`src/design/kriq_pkg.sv`:
```
// Package with shared types and constants of the key and rotary input qualifier.
`timescale 1ns / 1ps

package kriq_pkg;

  // Item kind carried on the input tuser field; code 3 has no meaning.
  typedef enum logic [1:0] {
    KIND_SAMPLE  = 2'd0,
    KIND_TICK    = 2'd1,
    KIND_RESTART = 2'd2
  } kind_t;

  // Configuration register indexes.
  typedef enum logic [1:0] {
    CFG_NONLATCHING   = 2'd0,
    CFG_PRESS_MASK    = 2'd1,
    CFG_HOLD_VOLUME   = 2'd2,
    CFG_LOCKOUT_TICKS = 2'd3
  } cfg_index_t;

  // Quadrature step tables, indexed by {old B, old A, new B, new A}.
  localparam logic [15:0] STEP_NEXT_TABLE = 16'b0010100000010100;
  localparam logic [15:0] STEP_PREV_TABLE = 16'b0100000110000010;

  localparam logic [7:0] LOCKOUT_TICKS_RESET = 8'd64;
  localparam int unsigned NUM_KEYS = 3;

  // Input item as held in the input register (kind plus pin levels).
  typedef struct packed {
    logic [1:0] kind;
    logic       rot_b_level;
    logic       rot_a_level;
    logic       key_b_level;
    logic       key_a_level;
    logic       button_level;
  } in_item_t;

  // Result item; the last member sits in the lowest bits.
  typedef struct packed {
    logic       locked_out;
    logic       sample_taken;
    logic       volume_down;
    logic       volume_up;
    logic [7:0] press_count;
    logic       rotary_prev_flag;
    logic       rotary_next_flag;
    logic       latched_key_b;
    logic       latched_key_a;
    logic       latched_button;
  } result_t;

endpackage

```
`src/design/key_and_rotary_input_qualifier_core.sv`:
```
// Top level of the key and rotary input qualifier: input register, step logic, result register.
`timescale 1ns / 1ps

// The block accepts one item per clock while out_tready does not stall it, and returns exactly
// one result item for each. An accepted item is held in the input register and then moves into
// the result register, which drives out_tvalid, once that register is empty or being taken.
// Between the two registers lies combinational decode (key latches, press count, quadrature
// table lookup, lockout counter) that updates the state and loads the result register. While
// a result waits for out_tready, one more item can still be taken into the input register if
// that register is empty. A pin sample (kind 0) is ignored while the lockout counter runs, a
// tick (kind 1) counts the lockout down, and a restart (kind 2) clears latches, press count,
// rotary history and lockout. Configuration writes are always ready and should be made while
// no item is in flight.
module key_and_rotary_input_qualifier_core (
  input  logic        clk,
  input  logic        rst_n,
  // Input channel
  input  logic        in_tvalid,
  output logic        in_tready,
  input  logic [7:0]  in_tdata,   // [0] button_level, [1] key_a_level, [2] key_b_level,
                                  // [3] rot_a_level, [4] rot_b_level, [7:5] zero
  input  logic [1:0]  in_tuser,   // [1:0] kind
  // Result channel
  output logic        out_tvalid,
  input  logic        out_tready,
  output logic [23:0] out_tdata,  // [0] latched_button, [1] latched_key_a,
                                  // [2] latched_key_b, [3] rotary_next_flag,
                                  // [4] rotary_prev_flag, [12:5] press_count,
                                  // [13] volume_up, [14] volume_down,
                                  // [15] sample_taken, [16] locked_out, [23:17] zero
  // Configuration write channel
  input  logic        cfg_valid,
  output logic        cfg_ready,
  input  logic [1:0]  cfg_index,
  input  logic [7:0]  cfg_data
);

  // Configuration registers
  logic       cfg_nonlatching_r;
  logic [2:0] cfg_press_mask_r;
  logic       cfg_hold_volume_r;
  logic [7:0] cfg_lockout_ticks_r;

  // Input register
  logic               in_valid_r;
  kriq_pkg::in_item_t in_item_r;

  // Block state
  logic [4:0] latch_bits_r, latch_bits_nxt;
  logic [1:0] old_rotary_r, old_rotary_nxt;
  logic [7:0] press_counter_r, press_counter_nxt;
  logic [7:0] lockout_left_r, lockout_left_nxt;

  // Result register
  logic              out_valid_r;
  kriq_pkg::result_t result_r, result_nxt;

  logic            advance;
  logic            fire;
  logic            in_fire;
  kriq_pkg::kind_t kind;
  logic [2:0]      key_pressed;
  logic [1:0]      press_add;
  logic [3:0]      step_vec;
  logic            step_next;
  logic            step_prev;
  logic            sample_ok;
  logic            active;
  logic            vol_up;
  logic            vol_down;

  // Handshakes: the result register frees up when empty or taken this cycle.
  assign advance   = !out_valid_r || out_tready;
  assign fire      = in_valid_r && advance;
  assign in_tready = !in_valid_r || advance;
  assign in_fire   = in_tvalid && in_tready;
  assign cfg_ready = 1'b1;

  // Configuration writes.
  always_ff @(posedge clk) begin
    if (!rst_n) begin
      cfg_nonlatching_r   <= 1'b0;
      cfg_press_mask_r    <= 3'd0;
      cfg_hold_volume_r   <= 1'b0;
      cfg_lockout_ticks_r <= kriq_pkg::LOCKOUT_TICKS_RESET;
    end else if (cfg_valid) begin
      unique case (kriq_pkg::cfg_index_t'(cfg_index))
        kriq_pkg::CFG_NONLATCHING:   cfg_nonlatching_r   <= cfg_data[0];
        kriq_pkg::CFG_PRESS_MASK:    cfg_press_mask_r    <= cfg_data[2:0];
        kriq_pkg::CFG_HOLD_VOLUME:   cfg_hold_volume_r   <= cfg_data[0];
        kriq_pkg::CFG_LOCKOUT_TICKS: cfg_lockout_ticks_r <= cfg_data;
        default: ;
      endcase
    end
  end

  // Input register.
  always_ff @(posedge clk) begin
    if (!rst_n) begin
      in_valid_r <= 1'b0;
    end else if (in_tready) begin
      in_valid_r <= in_tvalid;
    end
  end

  always_ff @(posedge clk) begin
    if (in_fire) begin
      in_item_r.kind         <= in_tuser;
      in_item_r.button_level <= in_tdata[0];
      in_item_r.key_a_level  <= in_tdata[1];
      in_item_r.key_b_level  <= in_tdata[2];
      in_item_r.rot_a_level  <= in_tdata[3];
      in_item_r.rot_b_level  <= in_tdata[4];
    end
  end

  // Per-item decode: keys, press count, quadrature step and lockout.
  always_comb begin
    kind        = kriq_pkg::kind_t'(in_item_r.kind);
    key_pressed = ~{in_item_r.key_b_level, in_item_r.key_a_level, in_item_r.button_level};
    press_add   = 2'({1'b0, key_pressed[0] & cfg_press_mask_r[0]})
                + 2'({1'b0, key_pressed[1] & cfg_press_mask_r[1]})
                + 2'({1'b0, key_pressed[2] & cfg_press_mask_r[2]});
    step_vec    = {old_rotary_r, in_item_r.rot_b_level, in_item_r.rot_a_level};
    step_next   = kriq_pkg::STEP_NEXT_TABLE[step_vec];
    step_prev   = !step_next && kriq_pkg::STEP_PREV_TABLE[step_vec];
    sample_ok   = (lockout_left_r == 8'd0);
    active      = (|key_pressed) || step_next || step_prev;
    vol_up      = 1'b0;
    vol_down    = 1'b0;

    latch_bits_nxt    = latch_bits_r;
    old_rotary_nxt    = old_rotary_r;
    press_counter_nxt = press_counter_r;
    lockout_left_nxt  = lockout_left_r;

    unique case (kind)
      kriq_pkg::KIND_SAMPLE: begin
        if (sample_ok) begin
          for (int k = 0; k < kriq_pkg::NUM_KEYS; k++) begin
            if (key_pressed[k]) begin
              latch_bits_nxt[k] = 1'b1;
            end else if (cfg_nonlatching_r) begin
              latch_bits_nxt[k] = 1'b0;
            end
          end
          press_counter_nxt = press_counter_r + 8'(press_add);
          if (cfg_hold_volume_r) begin
            if (step_next) latch_bits_nxt[3] = 1'b1;
            if (step_prev) latch_bits_nxt[4] = 1'b1;
          end else begin
            vol_up   = step_next;
            vol_down = step_prev;
          end
          if (active) lockout_left_nxt = cfg_lockout_ticks_r;
          old_rotary_nxt = step_vec[1:0];
        end
      end
      kriq_pkg::KIND_TICK: begin
        if (!sample_ok) lockout_left_nxt = lockout_left_r - 8'd1;
      end
      kriq_pkg::KIND_RESTART: begin
        latch_bits_nxt    = 5'd0;
        old_rotary_nxt    = 2'd0;
        press_counter_nxt = 8'd0;
        lockout_left_nxt  = 8'd0;
      end
      default: ;
    endcase

    // Result shows the state after the item.
    result_nxt.latched_button   = latch_bits_nxt[0];
    result_nxt.latched_key_a    = latch_bits_nxt[1];
    result_nxt.latched_key_b    = latch_bits_nxt[2];
    result_nxt.rotary_next_flag = latch_bits_nxt[3];
    result_nxt.rotary_prev_flag = latch_bits_nxt[4];
    result_nxt.press_count      = press_counter_nxt;
    result_nxt.volume_up        = vol_up;
    result_nxt.volume_down      = vol_down;
    result_nxt.sample_taken     = (kind == kriq_pkg::KIND_SAMPLE) && sample_ok;
    result_nxt.locked_out       = (lockout_left_nxt != 8'd0);
  end

  // State update, once per item that moves into the result register.
  always_ff @(posedge clk) begin
    if (!rst_n) begin
      latch_bits_r    <= 5'd0;
      old_rotary_r    <= 2'd0;
      press_counter_r <= 8'd0;
      lockout_left_r  <= 8'd0;
    end else if (fire) begin
      latch_bits_r    <= latch_bits_nxt;
      old_rotary_r    <= old_rotary_nxt;
      press_counter_r <= press_counter_nxt;
      lockout_left_r  <= lockout_left_nxt;
    end
  end

  // Result register.
  always_ff @(posedge clk) begin
    if (!rst_n) begin
      out_valid_r <= 1'b0;
    end else if (advance) begin
      out_valid_r <= in_valid_r;
    end
  end

  always_ff @(posedge clk) begin
    if (fire) begin
      result_r <= result_nxt;
    end
  end

  assign out_tvalid = out_valid_r;
  assign out_tdata  = {7'd0, result_r};

  // A sample seen with no lockout running is reported as taken.
  a_sample_taken: assert property (@(posedge clk) disable iff (!rst_n)
    (fire && in_item_r.kind == kriq_pkg::KIND_SAMPLE && lockout_left_r == 8'd0)
      |=> result_r.sample_taken)
    else $error("pin sample with idle lockout not reported as taken");

  // Forward and backward volume pulses never come together.
  a_vol_exclusive: assert property (@(posedge clk) disable iff (!rst_n)
    out_valid_r |-> !(result_r.volume_up && result_r.volume_down))
    else $error("volume up and down pulsed in one result");

  // In hold mode rotary steps never pulse the volume outputs.
  a_hold_no_pulse: assert property (@(posedge clk) disable iff (!rst_n)
    (fire && cfg_hold_volume_r) |=> (!result_r.volume_up && !result_r.volume_down))
    else $error("volume pulse while holding rotary steps");

  // A restart leaves counters and latches cleared.
  a_restart_clear: assert property (@(posedge clk) disable iff (!rst_n)
    (fire && in_item_r.kind == kriq_pkg::KIND_RESTART)
      |=> (lockout_left_r == 8'd0 && press_counter_r == 8'd0 && latch_bits_r == 5'd0))
    else $error("restart did not clear the state");

  // The reported lockout flag follows the lockout counter.
  a_locked_flag: assert property (@(posedge clk) disable iff (!rst_n)
    fire |=> (result_r.locked_out == (lockout_left_r != 8'd0)))
    else $error("locked_out flag disagrees with lockout counter");

endmodule
```
`config.mk`:
```
export PLATFORM = sky130hd
export DESIGN_NAME = key_and_rotary_input_qualifier_core
export DESIGN_NICKNAME = d
export VERILOG_FILES = /design/src/design/kriq_pkg.sv /design/src/design/key_and_rotary_input_qualifier_core.sv
export SDC_FILE = /design/constraint.sdc
export NUM_CORES = 1
export LEC_CHECK = 0
export ABC_AREA = 0
export BUFFER_PORTS_ARGS = -buffer_cell sky130_fd_sc_hd__buf_4
export CAP_MARGIN = 20
export CORE_MARGIN = 1.5
export CORE_UTILIZATION = 60
export CTS_CLUSTER_DIAMETER = 120
export DETAILED_ROUTE_END_ITERATION = 16
export HOLD_SLACK_MARGIN = 0.06
export PLACE_DENSITY_LB_ADDON = 0.25
export REMOVE_ABC_BUFFERS = 1
export SLEW_MARGIN = 10
export SYNTH_ARGS = -nofsm -noshare
export SYNTH_HDL_FRONTEND = slang
export SYNTH_SLANG_ARGS = --single-unit
export TNS_END_PERCENT = 1
```
`constraint.sdc`:
```
create_clock -name clk -period 7.04 [get_ports clk]
set_input_delay 1.76 -clock clk [delete_from_list [all_inputs] [get_ports clk]]
set_output_delay 1.76 -clock clk [all_outputs]
set_load 0.01 [all_outputs]
```
==> metrics list, run 1 <==
- Derived from the worst setup path, the maximum achievable clock frequency is 245 MHz.
* Floorplan core area: 4850 sq um
- Netlist area before placement: 3090 sq um
* Final HPWL from detailed placement: 4480 microns
* Fraction of synthesis flops using an asynchronous set or reset pin: 0
- In this run the static leakage power is 1.36 nW.
- Number of cells traversed by the worst hold path: 2
- Counting the buffers created by CTS gives 9.
* Commonest register cell after synthesis: sky130_fd_sc_hd__dfxtp_1
- The count of nets left with antenna violations once routing finished came out at 0.
- For the worst flop-to-flop path, the logic depth is 8.
* Number of port buffers: 40
- The first TritonRoute pass finished after 5 iterations.
* Placer Congestion: 0.923
- After routing, the total negative slack on setup checks comes to 0 ns.
- Measured against its own limit, the worst slew margin works out to 0.292.
- Reg2Reg Launch Point: lockout_left_r[0]$_SDFFE_PN0P_
- Across the run, the number of max-cap violations was 0.
- Total die area: 5600 sq um
- Synth Area per Inst: 9.26 sq um
- The final route contains 2567 vias.
* Ratio of final minimum period to clock period: 0.579
- Most congested layer reported by global routing: met2
- After detailed routing, the average wire length per cell comes to 14.7 microns.
- Once the clock tree was built, the setup fixing pass inserted 0 buffers.
- The path class of the tightest hold or removal check is reg -> reg.
- N_diodes: 0
- Final global-route overflow total: 0
- Count of warnings emitted by yosys: 0
- Data on the critical path arrives at its endpoint at 2.32 ns.
* Final count of negative-setup-slack endpoints: 0
- Entering global routing, the biggest net connects 32 pins.
* CTS-repair resized insts: 0
* Number of placement rows: 25
- Counting every sink on the clock net gives 62.
- Top area cells in the synthesized netlist: sky130_fd_sc_hd__dfxtp_1 25%, sky130_fd_sc_hd__edfxtp_1 23%, sky130_fd_sc_hd__a21oi_1 5.8%
- Unrepaired setup endpoints after global routing: false
- Fraction of met3 tracks used by global routing: 0.0388
- The area growth from synthesis to layout is 14.8%.
- Global routing usage summed across all routing layers: 0.260
- TritonCTS built the clock tree.
- Ports: 52
- Clock network latency to the later pin of the worst-skew pair: 0.34 ns
- Multi-input logic area: 1460 sq um
- Number of synthesized flops with an enable pin: 24
- The floorplan step set the die height to 74.8 microns.
- Drt initial violations: 191
- For hold timing, the worst endpoint is latch_bits_r[2]$_SDFFE_PN0P_.
* Wire length of the first global-routing pass: 10900 microns
- The worst setup path is launched from a primary input.
- M2 GR Usage: 0.419
- Capturing point of the worst reg2reg path: press_counter_r[7]$_SDFFE_PN0P_
- Layout filler cell count: 370
- Hold repair after CTS inserted 0 buffers.
- Using the TritonRoute via totals, the vias-per-cell ratio works out to 5.81.
* Post-Syn Instances: 334
- Total count of hold-check failures in the final report: 0
- Final critical path time including I/O delays and setup: 4.08 ns
* Slew at the pin closest to its max-slew limit: 1.06 ns
* CTS root buf: sky130_fd_sc_hd__clkbuf_8
* Worst-case clock buffer depth: 2
- Registers take 1480 sq um.
- Setup slack on the worst reg-to-reg path comes out at 4.23 ns.
- The via count of the first global-routing pass was 2297.
- Setup crit end kind: output pin
* Share of post-route cells with drive strength above 1: 0.171
* Final slew viol count: 0
- Number of antenna violations at the first check in global routing: 0
- Of the post-synthesis cell area, the dominant cell type holds 0.246.
- Class of the most critical setup path: in -> out
- Data on the critical path is required at its endpoint by 5.28 ns.
- Status: finished clean
- Ranked by instance count, the synthesized netlist is headed by 47 x sky130_fd_sc_hd__nand2_1, 38 x sky130_fd_sc_hd__dfxtp_1, 36 x sky130_fd_sc_hd__a21oi_1.
- Across all hold checks on the routed design, the worst slack comes to 0.459 ns.
- Aggregate routed wire length: 6500 microns
- For this configuration, the core starts out at a cell density of 0.638.
- The share of the Yosys chip area taken by registers is 0.479.
* Deepest level of the CTS H-tree: 3
- Synthesis inferred 62 register bits.
- Library cell with the largest summed area after synthesis: sky130_fd_sc_hd__dfxtp_1
- The startpoint identified for the worst hold timing path is latch_bits_r[2]$_SDFFE_PN0P_.
- In the post-synthesis netlist, the cell with the most instances is sky130_fd_sc_hd__nand2_1.
- In the global route stage, met1 resource usage came out at 0.344.
* Synth cell types: 56
- For this design the ratio of total power to cell area is 227 nW/um^2.
- Clock-pin slew was measured on the worst setup and hold paths at 0.06 ns.
- Worst IR Drop VDD: 0.000143 V
- Of all nets on the critical path, the largest fanout is 4.
- The die is 74.8 microns wide.
- Final routed DRC violation total: 0
* Final layout net count: 400
- For the final database, setup skew stands at 0.0106 ns.
==> through the flow <==
stage                      util  std cells  power [mW]  setup slack (ns)  cell area (sq um)
after floorplan               -        318       0.470              3.22               2970
after global placement    0.693        426       0.507              2.90               3360
after detailed placement  0.693        426       0.508              2.89               3360
after CTS                 0.733        442       0.808              2.97               3550
after global routing      0.733        442       0.840              2.87               3550
final                     0.733        442       0.806              2.96               3550
==> layout by cell type, fill, tap and decap left out, types with 3 or more instances in the layout <==
master,count
sky130_fd_sc_hd__or3_1,8
sky130_fd_sc_hd__buf_4,41
sky130_fd_sc_hd__mux2i_1,5
sky130_fd_sc_hd__nor3_1,8
sky130_fd_sc_hd__dfxtp_1,38
sky130_fd_sc_hd__conb_1,8
sky130_fd_sc_hd__nand3_1,9
sky130_fd_sc_hd__o21ai_0,13
sky130_fd_sc_hd__nand4_1,4
sky130_fd_sc_hd__nor2_1,35
sky130_fd_sc_hd__a211oi_1,4
sky130_fd_sc_hd__nand2b_1,3
sky130_fd_sc_hd__clkinv_1,3
sky130_fd_sc_hd__nand2_1,47
sky130_fd_sc_hd__ha_1,3
sky130_fd_sc_hd__edfxtp_1,24
sky130_fd_sc_hd__and3_1,4
sky130_fd_sc_hd__xor2_1,7
sky130_fd_sc_hd__a31oi_1,6
sky130_fd_sc_hd__nor2b_1,5
sky130_fd_sc_hd__a22oi_1,5
sky130_fd_sc_hd__a32oi_1,3
sky130_fd_sc_hd__a21oi_1,36
sky130_fd_sc_hd__clkbuf_8,10
sky130_fd_sc_hd__inv_1,7
==> where the power goes <==
group / total, mW / switching (mW) / leakage, nW / internal [mW]
Combinational: 0.104 / 0.0619 / 0.729 / 0.0416
Clock: 0.303 / 0.133 / 0.0944 / 0.170
Sequential: 0.399 / 0.0124 / 0.539 / 0.387
==> cell type report <==
class / instances / share of cell area
flip-flops and latches: 62 / 0.417
multi-input cells: 248 / 0.411
repair buffers: 41 / 0.0866
clock buffers: 11 / 0.0398
well taps: 67 / 0.0236
clock inverters: 5 / 0.0141
inverters: 8 / 0.00845
==> critical path, cell delays in order <==
cell	delay, ns
sky130_fd_sc_hd__buf_4	0.11
sky130_fd_sc_hd__nor2b_1	0.20
sky130_fd_sc_hd__nand2_1	0.10
sky130_fd_sc_hd__buf_4	0.15
==> worst max-delay path by stage <==
stage	start	end	slack, ns	cells past startpoint
floorplan	out_tready	in_tready	3.22	2
global placement	out_tready	press_counter_r[3]$_SDFFE_PN0P_	2.90	9
detailed placement	out_tready	press_counter_r[3]$_SDFFE_PN0P_	2.89	9
CTS	out_tready	in_tready	2.97	4
global route	out_tready	in_tready	2.87	4
finish	out_tready	in_tready	2.96	4
==> cell families (layout without fill, tap and decap cells) <==
logic type / after synthesis / in the layout / share of synthesized area
XOR/XNOR: 9 / 9 / 0.0255
multiplexers: 6 / 6 / 0.0198
flip-flops: 62 / 62 / 0.479
other: 2 / 8 / 0.00243
adder cells (fa/ha/maj): 5 / 5 / 0.0251
buffers and inverters: 30 / 65 / 0.0570
AO/OA/AOI/OAI: 80 / 80 / 0.163
AND/OR/NAND/NOR: 140 / 140 / 0.229
==> per-layer routing <==
layer  wire length, microns  part of all wire
met1                   2890              0.44
met2                   3070              0.47
met3                    424             0.065
met4                    112             0.017
met5                      0                 0
==> flip-flops by register name, summed over array words and instances (netlist names), 3 cells and up <==
name / count
in_item_r: 5
out_tdata: 17
press_counter_r: 8
cfg_press_mask_r: 3
latch_bits_r: 5
cfg_lockout_ticks_r: 8
lockout_left_r: 8
Note: power is estimated with default switching activity, not from simulation.
==> inputs of run 2 (changes only) <==
--- a/config.mk
+++ b/config.mk
@@ -9,7 +9,7 @@
 export BUFFER_PORTS_ARGS = -buffer_cell sky130_fd_sc_hd__buf_4
 export CAP_MARGIN = 20
 export CORE_MARGIN = 1.5
-export CORE_UTILIZATION = 60
+export CORE_UTILIZATION = 56
 export CTS_CLUSTER_DIAMETER = 120
 export DETAILED_ROUTE_END_ITERATION = 16
 export HOLD_SLACK_MARGIN = 0.06
==> constraint.sdc (replaced) <==
create_clock -name clk -period 4.3 [get_ports clk]
set_input_delay 1.075 -clock clk [delete_from_list [all_inputs] [get_ports clk]]
set_output_delay 1.075 -clock clk [all_outputs]
set_load 0.01 [all_outputs]
==> run 2 against run 1 <==
Against the previous run:
- core utilization fell by 5.0 points
- total power rose by 56%
- cell area barely moved
- non-clock buffer count rose by 3
- critical path depth rose by 4
- flip-flop and latch count did not move
- clock skew fell by 0.00083 ns
- critical endpoint is now out_tdata[16]$_DFFE_PP_
- largest cell class unchanged
==> metrics list, run 2 (synthesized netlist as in run 1, its figures left out) <==
* Status: finished clean (unchanged)
- Post-CTS Hold Buffers: 0 (unchanged)
- Max-Cap Viols: 0 (unchanged)
- Number of iterations in the first detailed-routing pass: 4 (was 5)
* Final HPWL from detailed placement: 4560 microns (was 4480 microns)
- Worst IR Drop VDD: 0.000257 V (was 0.000143 V)
- The maximum fanout count along the critical path is 6 (was 4).
- The capturing instance or port of the critical path is out_tdata[16]$_DFFE_PP_ (was in_tready).
- The largest net degree at the start of global routing was 32 (unchanged).
- Ports: 52 (unchanged)
- Total count of hold-check failures in the final report: 0 (unchanged)
- Data required, critical path: 4.35 ns (was 5.28 ns)
- Final layout net count: 403 (was 400)
- Unrepaired setup endpoints after global routing: false (unchanged)
* Overall die height: 77.3 microns (was 74.8 microns)
* Via total after detailed routing: 2544 (was 2567)
- The final-report setup violation count is 0 (unchanged).
- The measured slew at the worst slew-check pin came to 0.992 ns (was 1.06 ns).
- The worst relative slew slack came to 0.338 (was 0.292).
- Max stage delay cell, worst path: sky130_fd_sc_hd__or4b_1 (was sky130_fd_sc_hd__nor2b_1)
- The detailed-route wire length per cell is 14.3 microns (was 14.7 microns).
- Number of placement rows: 26 (was 25)
* Launch point of the critical path: lockout_left_r[0]$_SDFFE_PN0P_ (was out_tready)
- The largest incremental delay on the critical path is 0.48 ns (was 0.20 ns).
- The post-place instance area was 3390 sq um (was 3360 sq um).
- Most common cell after layout, fill and taps aside: sky130_fd_sc_hd__nand2_1 (unchanged)
- For this run, the top clock speed supported by timing is 357 MHz.
- Wire length of the first global-routing pass: 10500 microns (was 10900 microns)
- Worst reg2reg path depth: 8 (unchanged)
- Cells traversed along the worst timing path: inv_1 > ha_1 > or4b_1 > or3_1 > a32oi_1 > nand2_1 > a2111oi_2 > nand4_1 (was buf_4 > nor2b_1 > nand2_1 > buf_4)
- The number of input and output port buffers inserted came to 40 (unchanged).
- CTS-repair resized insts: 0 (unchanged)
- The cell count after placement came to 432 (was 426).
- Leak pwr: 1.37 nW (was 1.36 nW)
- The worst path needs 2.80 ns of the cycle, external delays included.
- The number of inserted diodes is 0 (unchanged).
* CTS root buf: sky130_fd_sc_hd__clkbuf_8 (unchanged)
- Number of post-CTS setup repair buffers: 0 (unchanged)
* Number of nets with antenna violations after routing: 0 (unchanged)
- Aggregate routed wire length: 6400 microns (was 6500 microns)
- Non-filler instance count after layout: 448 (was 442)
* Hold WC Path Type: reg -> reg (unchanged)
- Share of post-route cells with drive strength above 1: 0.180 (was 0.171)
- Initial Utilization: 0.594 (was 0.638)
- Die X: 77.3 microns (was 74.8 microns)
* CTS tree: done (unchanged)
- The minimum setup slack in the final design is 1.50 ns (was 2.96 ns).
- Final global-route overflow total: 0 (unchanged)
- The critical path data arrival time came to 2.86 ns (was 2.32 ns).
- The count of fill cells added during filler insertion was 450 (was 370).
- The final estimated routing congestion in global placement came to 0.914 (was 0.923).
* Deepest level of the CTS H-tree: 3 (unchanged)
* Number of clock sinks: 62 (unchanged)
- The total die area was 5980 sq um (was 5600 sq um).
- Drt initial violations: 129 (was 191)
- The start-to-end type of the worst setup path is reg -> reg (was in -> out).
- The initial antenna violation count is 0 (unchanged).
- The final cell utilization of the core was 0.683 (was 0.733).
- The count of pins over their slew limit was 0 (unchanged).
- The count of unresolved DRC violations after routing was 0 (unchanged).
* Post-CTS clock slew at the launch and capture registers of the worst setup and hold paths: 0.06 ns (about the same)
* Highest-count cells in the layout ignoring fill and taps: 47 x sky130_fd_sc_hd__nand2_1, 44 x sky130_fd_sc_hd__buf_4, 38 x sky130_fd_sc_hd__dfxtp_1, 36 x sky130_fd_sc_hd__a21oi_1, 35 x sky130_fd_sc_hd__nor2_1 (was 47 x sky130_fd_sc_hd__nand2_1, 41 x sky130_fd_sc_hd__buf_4, 38 x sky130_fd_sc_hd__dfxtp_1, 36 x sky130_fd_sc_hd__a21oi_1, 35 x sky130_fd_sc_hd__nor2_1)
- The vias per cell is 5.68 (was 5.81).
* Worst setup skew after layout: 0.00979 ns (was 0.0106 ns)
- The core footprint came to 5200 sq um (was 4850 sq um).
* Reg2Reg Launch Point: lockout_left_r[0]$_SDFFE_PN0P_ (unchanged)
- Pwr Density: 355 nW/um^2 (was 227 nW/um^2)
* Post-route cell area: 3560 sq um (was 3550 sq um)
* Worst-case clock buffer depth: 2 (unchanged)
* Ratio of final minimum period to clock period: 0.652
- Clock network latency to the later pin of the worst-skew pair: 0.33 ns (was 0.34 ns)
- Startpoint types: register (was primary input)
- The number of flip-flops under the largest register name came to 17 (unchanged).
- The total global routing track utilization came to 0.224 (was 0.260).
* Setup slack of the worst register-to-register path: 1.50 ns (was 4.23 ns)
* Area added between synthesis and finish: 14.9% (was 14.8%)
* Worst-case setup slack after placement: 1.57 ns (was 2.89 ns)
* Final sum of negative setup slack: 0 ns (unchanged)
* Number of global-route vias before repair: 2350 (was 2297)
- Capturing point of the worst reg2reg path: out_tdata[16]$_DFFE_PP_ (was press_counter_r[7]$_SDFFE_PN0P_)
- The number of buffers added by the clock tree synthesis step was 9 (unchanged).
* Setup crit end kind: register (was output pin)
-- run 2: cell types whose count changed in the layout (fill, tap and decap cells not counted), sizes merged --
| cell | change |
|---|---|
| bufinv | -1 |
| clkbuf | +1 |
| buf | +3 |
-- run 2: worst min-delay path by stage --
stage,from,end,cells past startpoint
2_1_floorplan,latch_bits_r[0]$_SDFFE_PN0P_,latch_bits_r[0]$_SDFFE_PN0P_,2
3_3_place_gp,latch_bits_r[0]$_SDFFE_PN0P_,latch_bits_r[0]$_SDFFE_PN0P_,2
3_5_place_dp,cfg_lockout_ticks_r[3]$_SDFFE_PN0P_,cfg_lockout_ticks_r[3]$_SDFFE_PN0P_,2
4_1_cts,cfg_lockout_ticks_r[3]$_SDFFE_PN0P_,cfg_lockout_ticks_r[3]$_SDFFE_PN0P_,2
5_1_grt,latch_bits_r[0]$_SDFFE_PN0P_,latch_bits_r[0]$_SDFFE_PN0P_,2
6_report,cfg_lockout_ticks_r[3]$_SDFFE_PN0P_,cfg_lockout_ticks_r[3]$_SDFFE_PN0P_,2
-- run 2: layout make-up --
cell class              instances  area (sq um)  share of cell area
flip-flops and latches         62          1480               0.417
clock inverters                 4          22.5             0.00633
multi-input cells             248          1460               0.410
well taps                      70          87.6              0.0246
clock buffers                  12           145              0.0408
repair buffers                 44           330              0.0929
inverters                       8          30.0             0.00844
-- run 2: metrics by stage --
| step | total power [mW] | hold slack (ns) |
|---|---|---|
| after floorplan | 0.769 | 0.432 |
| after global placement | 0.832 | 0.440 |
| after detailed placement | 0.835 | 0.451 |
| after CTS | 1.27 | 0.460 |
| after global routing | 1.32 | 0.479 |
| final | 1.26 | 0.455 |
-- run 2: where the power goes --
group	leakage (nW)	internal, mW	switching (mW)	total, mW
Clock	0.0861	0.222	0.214	0.436
Sequential	0.539	0.633	0.0199	0.653
Combinational	0.743	0.0701	0.101	0.171
Total	1.37	0.925	0.336	1.26
-- run 2: metal layers --
layer	wire length (microns)	up-vias	GRT usage
li1	-	1262	-
met1	2880	1191	0.285
met2	3030	82	0.363
met3	398	9	0.0376
met4	89	0	0.120
met5	0	-	0
-- run 2: worst max-delay path: cells and delay by family, from the launching register on --
| family | cells | cell delay (ns) |
|---|---|---|
| AND/OR/NAND/NOR | 4 | 1.10 |
| AO/OA/AOI/OAI | 2 | 0.64 |
| flip-flops | 1 | 0.36 |
| adder cells (fa/ha/maj) | 1 | 0.30 |
| buffers and inverters | 1 | 0.14 |
==> inputs of run 3 (changes only) <==
==> constraint.sdc (replaced) <==
create_clock -name clk -period 2.9 [get_ports clk]
set_input_delay 0.725 -clock clk [delete_from_list [all_inputs] [get_ports clk]]
set_output_delay 0.725 -clock clk [all_outputs]
set_load 0.01 [all_outputs]
==> run 3 against run 2 <==
Against the previous run:
- clock-buffer cell count is 1 lower
- wire length rose by 2.0%
- largest cell class unchanged
- non-clock buffer count rose by 9
- setup slack got worse by 1.3 ns
- via count grew 1.3%
- clock skew is 0.0028 ns lower
- critical path type unchanged
==> metrics list, run 3 (synthesized netlist as in run 1, its figures left out) <==
- Status: finished clean (unchanged)
- N_diodes: 0 (unchanged)
* Number of port buffers: 40 (unchanged)
- The register-to-register path setup slack was 0.25 ns (was 1.50 ns).
- Data arrival time of the worst path: 2.71 ns (was 2.86 ns)
* Worst-case clock buffer depth: 2 (unchanged)
- Number of global-route vias before repair: 2314 (was 2350)
- Highest-count cells in the layout ignoring fill and taps: 53 x sky130_fd_sc_hd__buf_4, 47 x sky130_fd_sc_hd__nand2_1, 38 x sky130_fd_sc_hd__dfxtp_1, 36 x sky130_fd_sc_hd__a21oi_1, 35 x sky130_fd_sc_hd__nor2_1 (was 47 x sky130_fd_sc_hd__nand2_1, 44 x sky130_fd_sc_hd__buf_4, 38 x sky130_fd_sc_hd__dfxtp_1, 36 x sky130_fd_sc_hd__a21oi_1, 35 x sky130_fd_sc_hd__nor2_1).
* Worst IR Drop VDD: 0.000386 V (was 0.000257 V)
- Drt initial violations: 154 (was 129)
- Number of antenna violations at the first check in global routing: 0 (unchanged)
- Ratio of final minimum period to clock period: 0.915 (was 0.652)
* Max stage delay cell, worst path: sky130_fd_sc_hd__or4b_1 (unchanged)
* Number of nets with antenna violations after routing: 0 (unchanged)
* Overall die height: 77.3 microns (unchanged)
* Final routed DRC violation total: 0 (unchanged)
* Initial Utilization: 0.594 (unchanged)
- Reg2Reg Launch Point: lockout_left_r[0]$_SDFFE_PN0P_ (unchanged)
- Final global-route overflow total: 0 (unchanged)
* Number of iterations in the first detailed-routing pass: 5 (was 4)
* Number of placement rows: 26 (unchanged)
- Wire length of the first global-routing pass: 10900 microns (was 10500 microns)
- Startpoint types: register (unchanged)
- Worst setup slack after layout: 0.246 ns (was 1.50 ns)
- The layout overhead on the synthesized area came to 17.5% (was 14.9%).
- Post-CTS Hold Buffers: 0 (unchanged)
- CTS buffer count: 9 (unchanged)
- The type of the most critical hold path is reg -> reg (unchanged).
* Share of post-route cells with drive strength above 1: 0.194 (was 0.180)
- Floorplan core area: 5200 sq um (unchanged)
- Number of clock sinks: 62 (unchanged)
* Die X: 77.3 microns (unchanged)
* Pin count of the biggest net entering global routing: 32 (unchanged)
- The worst-case reg-to-reg path depth came to 8 (unchanged).
* Layout filler cell count: 431 (was 450)
* Launch point of the critical path: lockout_left_r[0]$_SDFFE_PN0P_ (unchanged)
- The reported leakage power was 1.42 nW (was 1.37 nW).
- Total Power Consumption: 1.94 mW (was 1.26 mW)
- The final count of hold timing violations is 0 (unchanged).
- Number of post-CTS setup repair buffers: 0 (unchanged)
- The post-place instance area came to 3460 sq um (was 3390 sq um).
- The clock latency on the worst-skew pair was 0.34 ns (was 0.33 ns).
- The TritonCTS clock tree is done (unchanged).
- Final slew viol count: 0 (unchanged)
- Placer Congestion: 0.885 (was 0.914)
* CTS root buf: sky130_fd_sc_hd__clkbuf_8 (unchanged)
* Pwr Density: 534 nW/um^2 (was 355 nW/um^2)
* Unrepaired setup endpoints after global routing: false (unchanged)
- Achievable clock frequency: 377 MHz (was 357 MHz)
* Final HPWL from detailed placement: 4730 microns (was 4560 microns)
* Setup crit end kind: register (unchanged)
- CTS-repair resized insts: 0 (unchanged)
- The final-report setup violation count was 0 (unchanged).
* Max-Cap Viols: 0 (unchanged)
- Capturing point of the worst reg2reg path: out_tdata[16]$_DFFE_PP_ (unchanged)
- The post-placement setup slack is 0.308 ns (was 1.57 ns).
- Cells traversed along the worst timing path: inv_1 > ha_1 > or4b_1 > or3_1 > a32oi_1 > nand2_1 > a2111oi_2 > nand4_1 (unchanged)
- Crit path capture: out_tdata[16]$_DFFE_PP_ (unchanged)
- The vias per cell is 5.64 (was 5.68).
- Max reg flops: 17 (unchanged)
- Ports: 52 (unchanged)
- Maximum fanout along the worst path: 6 (unchanged)
- The start-to-end type of the worst setup path is reg -> reg (unchanged).
- Data required, critical path: 2.96 ns (was 4.35 ns)
- Global routing usage summed across all routing layers: 0.236 (was 0.224)
* Max-slew headroom at the worst pin: 0.656 (was 0.338)
- The maximum level of the CTS H-tree was 3 (unchanged).
- Total die area: 5980 sq um (unchanged)
- Worst setup skew after layout: 0.00702 ns (was 0.00979 ns)
- Slew at the pin closest to its max-slew limit: 0.514 ns (was 0.992 ns)
- The summed negative setup slack over all endpoints was 0 ns (unchanged).
* Aggregate routed wire length: 6530 microns (was 6400 microns)
- Post-CTS clock slew at the launch and capture registers of the worst setup and hold paths: 0.06 ns (about the same)
- The layout net count was 412 (was 403).
- The largest incremental delay on the critical path came to 0.45 ns (was 0.48 ns).
- Via total after detailed routing: 2576 (was 2544)
- Final critical path time including I/O delays and setup: 2.65 ns (was 2.80 ns)
- Post-route cell area: 3640 sq um (was 3560 sq um)
* Most common cell after layout, fill and taps aside: sky130_fd_sc_hd__buf_4 (was sky130_fd_sc_hd__nand2_1)
- Drt wl/cell: 14.3 microns (about the same)
## run 3: cell types whose count changed in the layout (fill, tap and decap cells not counted), sizes merged
| cell | delta |
|---|---|
| buf | +9 |
| bufinv | +1 |
| clkbuf | -1 |
## run 3: power breakdown
group          total, mW  internal [mW]  leakage (nW)  switching [mW]
combinational      0.271          0.115         0.787           0.156
clock              0.706          0.390        0.0884           0.316
sequential         0.965          0.939         0.539          0.0261
## run 3: per-stage QoR
| step | instances | utilization | hold slack [ns] |
|---|---|---|---|
| 2_1_floorplan | 318 | - | 0.432 |
| 3_3_place_gp | 441 | 0.664 | 0.438 |
| 3_5_place_dp | 441 | 0.664 | 0.450 |
| 4_1_cts | 457 | 0.699 | 0.462 |
| 5_1_grt | 457 | 0.699 | 0.481 |
| 6_report | 457 | 0.699 | 0.459 |
## run 3: area by class of cell
type | instances | area (sq um) | share of cell area
inverters | 8 | 30.0 | 0.00826
clock inverters | 5 | 50.0 | 0.0138
well taps | 70 | 87.6 | 0.0241
repair buffers | 53 | 398 | 0.109
clock buffers | 11 | 131 | 0.0361
multi-input cells | 248 | 1460 | 0.401
flip-flops and latches | 62 | 1480 | 0.407
## run 3: worst max-delay path: cells and delay by family (launching register included)
| kind | cells | cell delay [ns] |
|---|---|---|
| AOI/OAI and AO/OA | 2 | 0.64 |
| buffers and inverters | 1 | 0.15 |
| adders and majority gates | 1 | 0.18 |
| and+or+nand+nor | 4 | 1.04 |
| DFF | 1 | 0.37 |
## run 3: worst min-delay path by stage
stage | start | end | slack (ns) | depth (start not counted)
after floorplan | latch_bits_r[0]$_SDFFE_PN0P_ | latch_bits_r[0]$_SDFFE_PN0P_ | 0.43 | 2
after global placement | latch_bits_r[0]$_SDFFE_PN0P_ | latch_bits_r[0]$_SDFFE_PN0P_ | 0.44 | 2
after detailed placement | latch_bits_r[0]$_SDFFE_PN0P_ | latch_bits_r[0]$_SDFFE_PN0P_ | 0.45 | 2
after CTS | cfg_lockout_ticks_r[1]$_SDFFE_PN0P_ | cfg_lockout_ticks_r[1]$_SDFFE_PN0P_ | 0.46 | 2
after global routing | latch_bits_r[2]$_SDFFE_PN0P_ | latch_bits_r[2]$_SDFFE_PN0P_ | 0.48 | 2
final | cfg_lockout_ticks_r[1]$_SDFFE_PN0P_ | cfg_lockout_ticks_r[1]$_SDFFE_PN0P_ | 0.46 | 2
## run 3: routing by layer
layer	share of wire	global-route usage	vias up
li1	-	-	1276
met1	0.44	0.296	1177
met2	0.48	0.378	108
met3	0.065	0.0541	15
met4	0.021	0.125	0
met5	0	0	-
